File: src/design/lkvc_pkg.sv
package lkvc_pkg;

    localparam int DATA_W   = 32;
    localparam int CAP_BITS = 5;

    localparam logic [CAP_BITS-1:0] CAP_RESET  = 5'd16;
    localparam logic [DATA_W-1:0]   MISS_VALUE = 32'hFFFF_FFFF;

    localparam logic REQ_GET = 1'b0;
    localparam logic REQ_PUT = 1'b1;

    // update command for one slot
    typedef struct packed {
        logic update;      // a request changes the table this cycle
        logic sel;         // this slot is the target of the request
        logic write_key;   // target takes the new key and becomes valid
        logic write_value; // target takes the new value
        logic age_all;     // insert: every other valid slot ages
    } slot_cmd_t;

    // status reported by one slot
    typedef struct packed {
        logic valid;
        logic match;
        logic oldest;
    } slot_stat_t;

endpackage

File: src/design/lru_key_value_cache_unit.sv
// Fully associative key-value cache with least-recently-used replacement.
//
// Request channel: drive req_type (0 get, 1 put), key and value_in with start
// high; the word is taken at any rising edge where start is high and busy is
// low. busy never rises, so one request can be issued every cycle.
//
// Result channel: done pulses for one cycle with found, value_out, evicted
// and evicted_key. The receiver cannot stall; results must be taken as they
// appear. Requests pass the request register, then the result register that
// drives done. Throughput is one request per cycle, set by the single pass
// of parallel key compare and rank update over all slots.
//
// Each slot holds a recency rank (0 = most recent). A put miss with the table
// at capacity replaces the slot with the highest rank and reports its key.
//
// cfg_write/cfg_data set the capacity (0 acts as 1, above ENTRIES saturates).
// Write it only while no request is in flight.
// Reset empties the table and sets the capacity to 16; it takes effect at
// once with no clearing pass.
module lru_key_value_cache_unit #(
    parameter int ENTRIES  = 16,
    parameter int KEY_BITS = 32
) (
    input  logic                clk,
    input  logic                rst_n,
    input  logic                start,
    output logic                busy,
    input  logic                req_type,
    input  logic signed [31:0]  key,
    input  logic signed [31:0]  value_in,
    input  logic                cfg_write,
    input  logic [4:0]          cfg_data,
    output logic                done,
    output logic                found,
    output logic signed [31:0]  value_out,
    output logic                evicted,
    output logic signed [31:0]  evicted_key
);
    import lkvc_pkg::*;

    localparam int KEY_W  = (KEY_BITS < DATA_W) ? KEY_BITS : DATA_W;
    localparam int RANK_W = (ENTRIES > 1) ? $clog2(ENTRIES) : 1;
    localparam int LIVE_W = $clog2(ENTRIES + 1);
    localparam int CMP_W  = (LIVE_W > CAP_BITS) ? LIVE_W : CAP_BITS;

    // configuration
    logic [CAP_BITS-1:0] cap_reg;

    // request register
    logic              req_valid_reg;
    logic              req_type_reg;
    logic [KEY_W-1:0]  req_key_reg;
    logic [DATA_W-1:0] req_value_reg;

    // table occupancy
    logic [LIVE_W-1:0] live_reg, live_next;

    // result register
    logic              res_valid_reg;
    logic              found_reg, found_next;
    logic [DATA_W-1:0] value_out_reg, value_out_next;
    logic              evicted_reg, evicted_next;
    logic [DATA_W-1:0] ev_key_reg, ev_key_next;

    // slot array
    slot_cmd_t         slot_cmd   [ENTRIES];
    slot_stat_t        slot_stat  [ENTRIES];
    logic [RANK_W-1:0] slot_rank  [ENTRIES];
    logic [KEY_W-1:0]  slot_key   [ENTRIES];
    logic [DATA_W-1:0] slot_value [ENTRIES];

    logic [ENTRIES-1:0] valid_vec, match_vec, oldest_vec, free_sel, target_vec;
    logic               hit, is_put, at_capacity, need_evict, do_update, free_seen;
    logic [RANK_W-1:0]  hit_rank, oldest_rank;
    logic [DATA_W-1:0]  hit_value;
    logic [KEY_W-1:0]   victim_key;

    assign busy = 1'b0;

    genvar g;
    generate
        for (g = 0; g < ENTRIES; g++)
        begin : gen_slot
            lkvc_slot #(
                .RANK_W (RANK_W),
                .KEY_W  (KEY_W)
            ) u_slot (
                .clk          (clk),
                .rst_n        (rst_n),
                .key          (req_key_reg),
                .value_in     (req_value_reg),
                .hit_rank     (hit_rank),
                .oldest_rank  (oldest_rank),
                .cmd          (slot_cmd[g]),
                .stat         (slot_stat[g]),
                .rank         (slot_rank[g]),
                .stored_key   (slot_key[g]),
                .stored_value (slot_value[g])
            );
            assign valid_vec[g]  = slot_stat[g].valid;
            assign match_vec[g]  = slot_stat[g].match;
            assign oldest_vec[g] = slot_stat[g].oldest;
        end
    endgenerate

    assign oldest_rank = RANK_W'(live_reg - LIVE_W'(1));
    assign is_put      = (req_type_reg == REQ_PUT);
    assign hit         = |match_vec;

    // capacity 0 acts as 1; a full table always counts as at capacity
    assign at_capacity = (live_reg == LIVE_W'(ENTRIES)) ||
                         ((cap_reg == '0) ? (live_reg != '0)
                                          : (CMP_W'(live_reg) >= CMP_W'(cap_reg)));
    assign need_evict  = is_put && !hit && at_capacity;
    assign do_update   = req_valid_reg && (hit || is_put);

    always_comb
    begin
        hit_rank   = '0;
        hit_value  = '0;
        victim_key = '0;
        free_sel   = '0;
        free_seen  = 1'b0;
        for (int i = 0; i < ENTRIES; i++)
        begin
            if (match_vec[i])
            begin
                hit_rank  = hit_rank | slot_rank[i];
                hit_value = hit_value | slot_value[i];
            end
            if (oldest_vec[i])
            begin
                victim_key = victim_key | slot_key[i];
            end
            if (!valid_vec[i] && !free_seen)
            begin
                free_sel[i] = 1'b1;
                free_seen   = 1'b1;
            end
        end
    end

    assign target_vec = hit ? match_vec : (need_evict ? oldest_vec : free_sel);

    always_comb
    begin
        for (int i = 0; i < ENTRIES; i++)
        begin
            slot_cmd[i].update      = do_update;
            slot_cmd[i].sel         = target_vec[i];
            slot_cmd[i].write_key   = !hit;
            slot_cmd[i].write_value = is_put;
            slot_cmd[i].age_all     = !hit;
        end
    end

    always_comb
    begin
        live_next      = live_reg;
        found_next     = hit;
        evicted_next   = need_evict;
        ev_key_next    = need_evict ? DATA_W'(victim_key) : '0;
        value_out_next = '0;
        if (!is_put)
        begin
            value_out_next = hit ? hit_value : MISS_VALUE;
        end
        if (req_valid_reg && is_put && !hit && !at_capacity)
        begin
            live_next = live_reg + LIVE_W'(1);
        end
    end

    always_ff @(posedge clk or negedge rst_n)
    begin
        if (!rst_n)
        begin
            cap_reg       <= CAP_RESET;
            req_valid_reg <= 1'b0;
            res_valid_reg <= 1'b0;
            live_reg      <= '0;
        end
        else
        begin
            if (cfg_write)
            begin
                cap_reg <= cfg_data;
            end
            req_valid_reg <= start && !busy;
            res_valid_reg <= req_valid_reg;
            live_reg      <= live_next;
        end
    end

    always_ff @(posedge clk)
    begin
        if (start && !busy)
        begin
            req_type_reg  <= req_type;
            req_key_reg   <= key[KEY_W-1:0];
            req_value_reg <= value_in;
        end
        found_reg     <= found_next;
        value_out_reg <= value_out_next;
        evicted_reg   <= evicted_next;
        ev_key_reg    <= ev_key_next;
    end

    assign done        = res_valid_reg;
    assign found       = found_reg;
    assign value_out   = value_out_reg;
    assign evicted     = evicted_reg;
    assign evicted_key = ev_key_reg;

`ifndef SYNTHESIS
    a_single_match: assert property (@(posedge clk) disable iff (!rst_n)
        $onehot0(match_vec))
        else $error("key matches more than one slot");

    a_live_count: assert property (@(posedge clk) disable iff (!rst_n)
        live_reg == LIVE_W'($countones(valid_vec)))
        else $error("live count disagrees with valid slots");

    a_one_oldest: assert property (@(posedge clk) disable iff (!rst_n)
        (live_reg != '0) |-> $onehot(oldest_vec))
        else $error("no unique least recent slot");

    a_evict_miss: assert property (@(posedge clk) disable iff (!rst_n)
        (req_valid_reg && need_evict) |=> (done && evicted && !found))
        else $error("eviction not reported as a put miss");
`endif

endmodule

File: src/design/lkvc_slot.sv
module lkvc_slot #(
    parameter int RANK_W = 4,
    parameter int KEY_W  = 32
) (
    input  logic                       clk,
    input  logic                       rst_n,
    input  logic [KEY_W-1:0]           key,
    input  logic [lkvc_pkg::DATA_W-1:0] value_in,
    input  logic [RANK_W-1:0]          hit_rank,
    input  logic [RANK_W-1:0]          oldest_rank,
    input  lkvc_pkg::slot_cmd_t        cmd,
    output lkvc_pkg::slot_stat_t       stat,
    output logic [RANK_W-1:0]          rank,
    output logic [KEY_W-1:0]           stored_key,
    output logic [lkvc_pkg::DATA_W-1:0] stored_value
);
    import lkvc_pkg::*;

    logic              valid_reg, valid_next;
    logic [RANK_W-1:0] rank_reg, rank_next;
    logic [KEY_W-1:0]  key_reg, key_next;
    logic [DATA_W-1:0] value_reg, value_next;

    assign stat.valid   = valid_reg;
    assign stat.match   = valid_reg && (key_reg == key);
    assign stat.oldest  = valid_reg && (rank_reg == oldest_rank);
    assign rank         = rank_reg;
    assign stored_key   = key_reg;
    assign stored_value = value_reg;

    always_comb
    begin
        valid_next = valid_reg;
        rank_next  = rank_reg;
        key_next   = key_reg;
        value_next = value_reg;
        if (cmd.update)
        begin
            if (cmd.sel)
            begin
                rank_next = '0;
                if (cmd.write_key)
                begin
                    valid_next = 1'b1;
                    key_next   = key;
                end
                if (cmd.write_value)
                begin
                    value_next = value_in;
                end
            end
            else if (valid_reg && (cmd.age_all || (rank_reg < hit_rank)))
            begin
                // age by one; ranks stay a permutation of the live entries
                rank_next = rank_reg + RANK_W'(1);
            end
        end
    end

    always_ff @(posedge clk or negedge rst_n)
    begin
        if (!rst_n)
        begin
            valid_reg <= 1'b0;
            rank_reg  <= '0;
        end
        else
        begin
            valid_reg <= valid_next;
            rank_reg  <= rank_next;
        end
    end

    always_ff @(posedge clk)
    begin
        key_reg   <= key_next;
        value_reg <= value_next;
    end

endmodule

File: config.mk
export PLATFORM = sky130hd
export DESIGN_NAME = lru_key_value_cache_unit
export DESIGN_NICKNAME = d
export VERILOG_FILES = /design/src/design/lkvc_pkg.sv /design/src/design/lru_key_value_cache_unit.sv /design/src/design/lkvc_slot.sv
export SDC_FILE = /design/constraint.sdc
export NUM_CORES = 2
export LEC_CHECK = 0
export BUFFER_PORTS_ARGS = -buffer_cell sky130_fd_sc_hd__buf_2
export CAP_MARGIN = 20
export CELL_PAD_IN_SITES_DETAIL_PLACEMENT = 0
export CELL_PAD_IN_SITES_GLOBAL_PLACEMENT = 1
export CORE_UTILIZATION = 53
export DETAILED_ROUTE_END_ITERATION = 12
export HOLD_SLACK_MARGIN = 0.06
export PLACE_DENSITY_LB_ADDON = 0.1
export RECOVER_POWER = 25
export SLEW_MARGIN = 20
export SYNTH_ARGS = -nofsm -noshare
export SYNTH_HDL_FRONTEND = slang
export SYNTH_SLANG_ARGS = --single-unit
File: constraint.sdc
create_clock -name clk -period 5.6 [get_ports clk]
set_input_delay 1.12 -clock clk [delete_from_list [all_inputs] [get_ports clk]]
set_output_delay 1.12 -clock clk [all_outputs]
set_load 0.01 [all_outputs]
Word level (Yosys, flattened, before mapping)
Index checks and enable logic that the tools add are counted.
{ "op_classes": {"addsub": 18, "order_cmp": 17, "n_eq_ne": 33, "muxes": 114, "bitwise_logic": 46, "reduce_logical": 185} }
{ "ops": {"columns": ["operator", "n"], "rows": [
  ["2-to-1 mux 32 bit", 33],
  ["bitwise OR 32 bit", 30],
  ["equality test 32 bit", 16],
  ["2-to-1 mux 4 bit", 48],
  ["AND reduction 3 bit", 32],
  ["logical AND 1 bit", 69],
  ["adder 4 x 1 -> 4 bit, second input constant", 16],
  ["equality test 4 bit", 16],
  ["less-than comparator 4 bit", 16],
  ["bitwise OR 4 bit", 15],
  ["2-to-1 mux 16 bit", 2],
  ["AND reduction 2 bit", 16],
  ["nonzero test 2 bit", 16],
  ["zero test 1 bit", 31],
  ["2-to-1 mux 1 bit", 31],
  ["logical OR 1 bit", 18],
  ["OR reduction 16 bit", 1],
  ["adder 5 x 1 -> 5 bit, second input constant", 1],
  ["equality test 5 bit, second input constant", 1],
  [">= comparator 5 bit", 1],
  ["zero test 5 bit", 1],
  ["nonzero test 5 bit", 1],
  ["subtractor 4 x 1 -> 4 bit, second input constant", 1],
  ["NOT 1 bit", 1]
]} }
{ "totals": {"ff_bits": 1247, "inputBits": 74, "output_inout_bits": 68, "elab_cells": 488} }

Depth between registers and ports, before layout
{ "depth": {"ltp_word": 49, "depth_mapped": 19, "ltp_nobuf": 15} }

By module
A second synthesis with hierarchy kept.
{ "hier_totals": {"hier_cells": 3758, "area_unflattened_um2": 54658.7} }
{ "modules_own_cells": {"columns": ["mod", "instances", "cells_per_inst", "area_each_um2", "seq_area_each_um2"], "rows": [
  ["lkvc_slot", 16, 163, 2750.1, 2047.0],
  ["lru_key_value_cache_unit", 1, 1150, 10656.5, 3574.7]
]} }

Worst setup path before layout
OpenSTA, ideal clock, no wires.
{ "synth_path": {"path_type": "register -> register", "from": "reg live_reg[0]", "to": "reg gen_slot[5].u_slot.value_reg[0] (enable)", "setup_ps": 421, "arrival_time_ps": 4542, "required_ps": 5179, "path_slack_ps": 637, "path_stages_with_launch": 14, "path_buffers": 4, "period_less_slack_ps": 4963, "path_cell_list": "dfrtp_1 > buf_2 > buf_1 > inv_1 > ha_1 > clkbuf_1 > buf_2 > xor2_1 > nand3_1 > nor3_1 > nand3_1 > o31a_1 > o21ba_2 > nor2_1"} }
{ "synth_between": {"elab_cells_between_ends": 12, "classes_between": "add/sub (1); order compare (1); eq/ne (2); mux (3); reduce/logical (5)"} }
{ "synth_rtl": {"columns": ["item", "line", "rtl"], "rows": [
  ["start: declaration", "lru_key_value_cache_unit.sv:56", "logic [LIVE_W-1:0] live_reg, live_next;"],
  ["start signal: assignment", "lru_key_value_cache_unit.sv:191", "live_reg <= live_next;"],
  ["subtractor 4 x 1 -> 4 bit", "lru_key_value_cache_unit.sv:106", "assign oldest_rank = RANK_W'(live_reg - LIVE_W'(1));"],
  ["net gen_slot[0].u_slot.oldest_rank[0]", "lkvc_slot.sv:10", "input logic [RANK_W-1:0] oldest_rank,"],
  ["equality test 4 bit", "lkvc_slot.sv:26", "assign stat.oldest = valid_reg && (rank_reg == oldest_rank);"],
  ["logical AND 1 bit", "lkvc_slot.sv:26", null],
  ["2-to-1 mux 16 bit (2 in series)", "lru_key_value_cache_unit.sv:143", "assign target_vec = hit ? match_vec : (need_evict ? oldest_vec : free_sel);"],
  ["AND reduction 3 bit (no source line)", null, null],
  ["end signal: assignment", "lkvc_slot.sv:77", "value_reg <= value_next;"],
  ["end: declaration", "lkvc_slot.sv:22", "logic [DATA_W-1:0] value_reg, value_next;"]
]} }
The timed path passes the listed nets, and every way through them passes these cells.
A chain may end at the register's enable or synchronous reset.

Final worst setup path
{ "layout_path": {"from": "reg req_key_reg[21]", "to": "reg gen_slot[1].u_slot.value_reg[15] (enable)"} }
{ "layout_between": {"elab_chain_cells": 9, "elab_cells_between_ends": 41, "classes_between": "eq/ne (16); mux (2); reduce/logical (23)"} }
{ "layout_lines": {"columns": ["item", "line", "rtl"], "rows": [
  ["start: declaration", "lru_key_value_cache_unit.sv:52", "logic [KEY_W-1:0] req_key_reg;"],
  ["start signal: assignment", "lru_key_value_cache_unit.sv:200", "req_key_reg <= key[KEY_W-1:0];"],
  ["equality test 32 bit", "lkvc_slot.sv:25", "assign stat.match = valid_reg && (key_reg == key);"],
  ["logical AND 1 bit", "lkvc_slot.sv:25", null],
  ["OR reduction 16 bit", "lru_key_value_cache_unit.sv:108", "assign hit = |match_vec;"],
  ["zero test 1 bit", "lru_key_value_cache_unit.sv:114", "assign need_evict = is_put && !hit && at_capacity;"],
  ["logical AND 1 bit (2 in series)", "lru_key_value_cache_unit.sv:114", null],
  ["2-to-1 mux 16 bit (2 in series)", "lru_key_value_cache_unit.sv:143", null],
  ["AND reduction 3 bit (no source line) *", null, null],
  ["end signal: assignment", "lkvc_slot.sv:77", null],
  ["end: declaration", "lkvc_slot.sv:22", null]
]} }
Every way passes the cells marked *; elsewhere a longest branch is shown, timed or not.

==> out/metrics.yaml <==
run_status:
  status: "finished with violations"
  failed_checks: "max-capacitance violations, max-slew violations"
placement:
  io_buffers: 140
  placed_cells: 5108
  place_area_mm2: 0.05732
  gp_congestion: 1.067
  dp_hpwl_mm: 137.2
route:
  vias: 37000
  drcViolationCount: 0
  routed_via_density: 6.923
  routedWlPerCell_um: 37.98
  drt-pass1-iter-count: 8
  detail-route-antenna-nets: 0
  wirelength_mm: 203.0
  drtIter0Drc: 6135
finish:
  final_area_mm2: 0.06162
  antenna_cells: 0
  nets: 4089
  area_growth_pct: 14.92
  final_cells: 5345
  drive_above_1_share_pct: 15.99
critical_path:
  reg2reg_depth: 13
  r2r-start: "req_key_reg[21]$_DFFE_PP_"
  cp.depth: 13
  r2r_slack_ns: 0.12
  critPathBufInv: 5
  startpoint_type: "flip-flop"
  critPathKind: "reg2reg"
  required_ns: 6.07
  cp_top_family: "simple AND/OR/NAND/NOR gates"
  max_stage_delay_ns: 0.82
  cp-end-kind: "flip-flop"
  crit_chain: "clkbuf_1 -> xnor2_1 -> nand4_1 -> nor4_1 -> buf_4 -> and3_2 -> buf_4 -> nor4_1 -> nand4_1 -> buf_4 -> o21ba_2 -> nor2_4 -> buf_4"
  critPathSlowestCell: "clkbuf_1"
  crit_path_start: "req_key_reg[21]$_DFFE_PP_"
  cp_max_fo: 29
  reg2reg_to: "gen_slot[1].u_slot.stored_value[15]$_DFFE_PP_"
  arrival_ns: 5.96
  cpMostUsedCell: "buf_4"
  endpoint: "gen_slot[1].u_slot.stored_value[15]$_DFFE_PP_"
synth:
  synth_edf_count: 1089
  synth_common_cells: "edfxtp_1, xnor2_1, a22oi_1, nor2_1, nand4_1"
  synth_flop_cell: "edfxtp_1"
  synth_area_leaders: "edfxtp_1, xnor2_1, a22oi_1, dfrtp_1, dfxtp_1"
  synth.ff_latch_count: 1247
  syn_inst: 3670
  yosys.cell_count.top_type: "edfxtp_1"
  synth_top_area_share_pct: 60.99
  syn_area_per_cell_um2: 14.61
  yosysTopAreaCell: "edfxtp_1"
  ys_types: 65
  async_flop_share_pct: 7.378
  yosys_warnings: 0
  ys_seq_area_share_pct: 67.75
  syn_area_mm2: 0.05362
  synth_nets: 3815
pwr:
  power_leakage_nw: 20.52
  p_comb_share_pct: 21.0
  internal_power_mw: 17.54
  powerDensity_mw_per_mm2: 415.5
  p_sw_mw: 8.068
  p_clk_share_pct: 34.3
  p_sw_share_pct: 31.51
  ir_worst_vdd_uv: 330.8
  seqPwrFrac_pct: 44.6
global_route:
  grt_max_degree: 68
  grt_overflow: 0
  grt_pass1_vias: 35170
  antenna_found_initial: 3
  grtUsageTotal_pct: 39.60
  grt_pass1_wl_mm: 280.0
timing:
  slew_headroom_pct: -3.530
  maxSlewViolCount: 27
  rsz0062_at_grt: "no"
  max_freq_ghz: 0.1824
  fin_crit_sh_pct: 97.91
  finalSetupTns_ns: 0
  fin_crit_ns: 5.483
  worstMarginPinSlew_ns: 1.553
  final.setup_skew_ns: 0.03853
  finalSetupViolCount: 0
  hold_violations: 0
  whs_ns: 0.5002
die:
  core_area_mm2: 0.1001
  initial_core_util_pct: 53.54
  ioPinCount: 142
  die_w_um: 320.1
  std_cell_rows: 116
  die_area_mm2: 0.1024
  die_y_um: 320.1
worst_hold_path:
  holdCritPathClass: "reg2reg"
  hold_depth: 1
clocking:
  worstSkewPairLatency_ns: 0.78
  clock-sinks: 1247
  path_clk_slew_ns: 0.06
  cts_max_level: 4
  cts-root-buf: "clkbuf_16"
  holdBufCountCts: 0
  numCtsBuffers: 132
  cts_tree: "yes"
  clockBufferDepth: 3
job:
  drv_cap: 1
-- layout by cell type, fill, tap and decap left out, drive strengths merged, types with 25 or more instances in the layout --
| cell | instances |
|---|---|
| a221oi | 107 |
| inv | 41 |
| clkbuf | 190 |
| dfrtp | 91 |
| o21a | 38 |
| xor2 | 114 |
| a22o | 108 |
| a22oi | 322 |
| xnor2 | 473 |
| buf | 348 |
| clkinv | 44 |
| nor3 | 45 |
| ha | 71 |
| nor4 | 42 |
| nand2 | 49 |
| dfxtp | 66 |
| nand4 | 174 |
| a21oi | 28 |
| nand3 | 151 |
| nor2 | 190 |
| o221ai | 32 |
| edfxtp | 1089 |
| and3 | 25 |
-- logic make-up after synthesis --
family | Yosys count | synth area share [%]
adder cells (fa/ha/maj) | 71 | 1.657
AND/OR/NAND/NOR | 727 | 7.036
buffers and inverters | 257 | 2.345
XOR/XNOR | 587 | 9.603
flip-flops | 1247 | 67.75
AO/OA/AOI/OAI | 773 | 11.47
multiplexers | 7 | 0.1354
other | 1 | 0.006994
-- stage by stage --
stage | setup WS (ns) | power, mW | utilization [%]
global placement | 0.4149 | 16.72 | 57.21
global route | 0.04916 | 26.21 | 61.53
CTS | 0.3082 | 25.46 | 61.55
floorplan | 0.6373 | 14.26 | -
finish | 0.1170 | 25.60 | 61.53
detailed placement | 0.3078 | 16.79 | 57.23
-- worst register-to-register path: cells and delay by family, from the launching register on --
| family | cells | cell delay (ns) |
|---|---|---|
| AO/OA/AOI/OAI | 1 | 0.31 |
| XOR/XNOR | 1 | 0.46 |
| buffers and inverters | 5 | 1.93 |
| flip-flops | 1 | 0.43 |
| AND/OR/NAND/NOR | 6 | 2.07 |
-- power groups by stage --
stage	registers (mW)	logic (mW)	clock network (mW)
2_1_floorplan	11.4	2.84	0
3_3_place_gp	11.6	5.14	0
3_5_place_dp	11.6	5.19	0
4_1_cts	11.4	5.21	8.84
5_1_grt	11.5	5.55	9.18
6_report	11.4	5.39	8.79
-- how the worst min path moves through the flow --
stage	start	endpoint	slack, ns
after global routing	value_in[9]	req_value_reg[9]$_DFFE_PP_	0.51
after CTS	rst_n	gen_slot[1].u_slot.rank[2]$_DFFE_PN0P_	0.24
final	live_reg[4]$_DFFE_PN0P_	live_reg[4]$_DFFE_PN0P_	0.50
after detailed placement	live_reg[4]$_DFFE_PN0P_	live_reg[4]$_DFFE_PN0P_	0.49
after floorplan	req_valid_reg$_DFF_PN0_	done$_DFF_PN0_	0.43
after global placement	live_reg[4]$_DFFE_PN0P_	live_reg[4]$_DFFE_PN0P_	0.48
-- routing by layer --
metal	global-route usage [%]	part of all wire, %
met5	0	0.0039
met4	14.06	3.8
met3	14.59	15
met2	55.02	42
met1	56.89	40
-- area by class of cell --
| class | instances | area [um^2] |
|---|---|---|
| Timing Repair Buffer | 362 | 2784 |
| Sequential cell | 1247 | 36330 |
| Tap cell | 1298 | 1624 |
| Inverter | 35 | 136.4 |
| Fill cell | 7574 | 38530 |
| Multi-Input combinational cell | 2166 | 16420 |
| Clock buffer | 176 | 3630 |
| Clock inverter | 61 | 693.2 |
-- timing repair --
action | CTS | global route
endpoints found under the hold margin | 0 | 0
setup endpoints to repair | 0 | 21
gates resized for setup | 0 | 1
setup buffers | 0 | 0
Note: power is estimated with default switching activity, not from simulation.
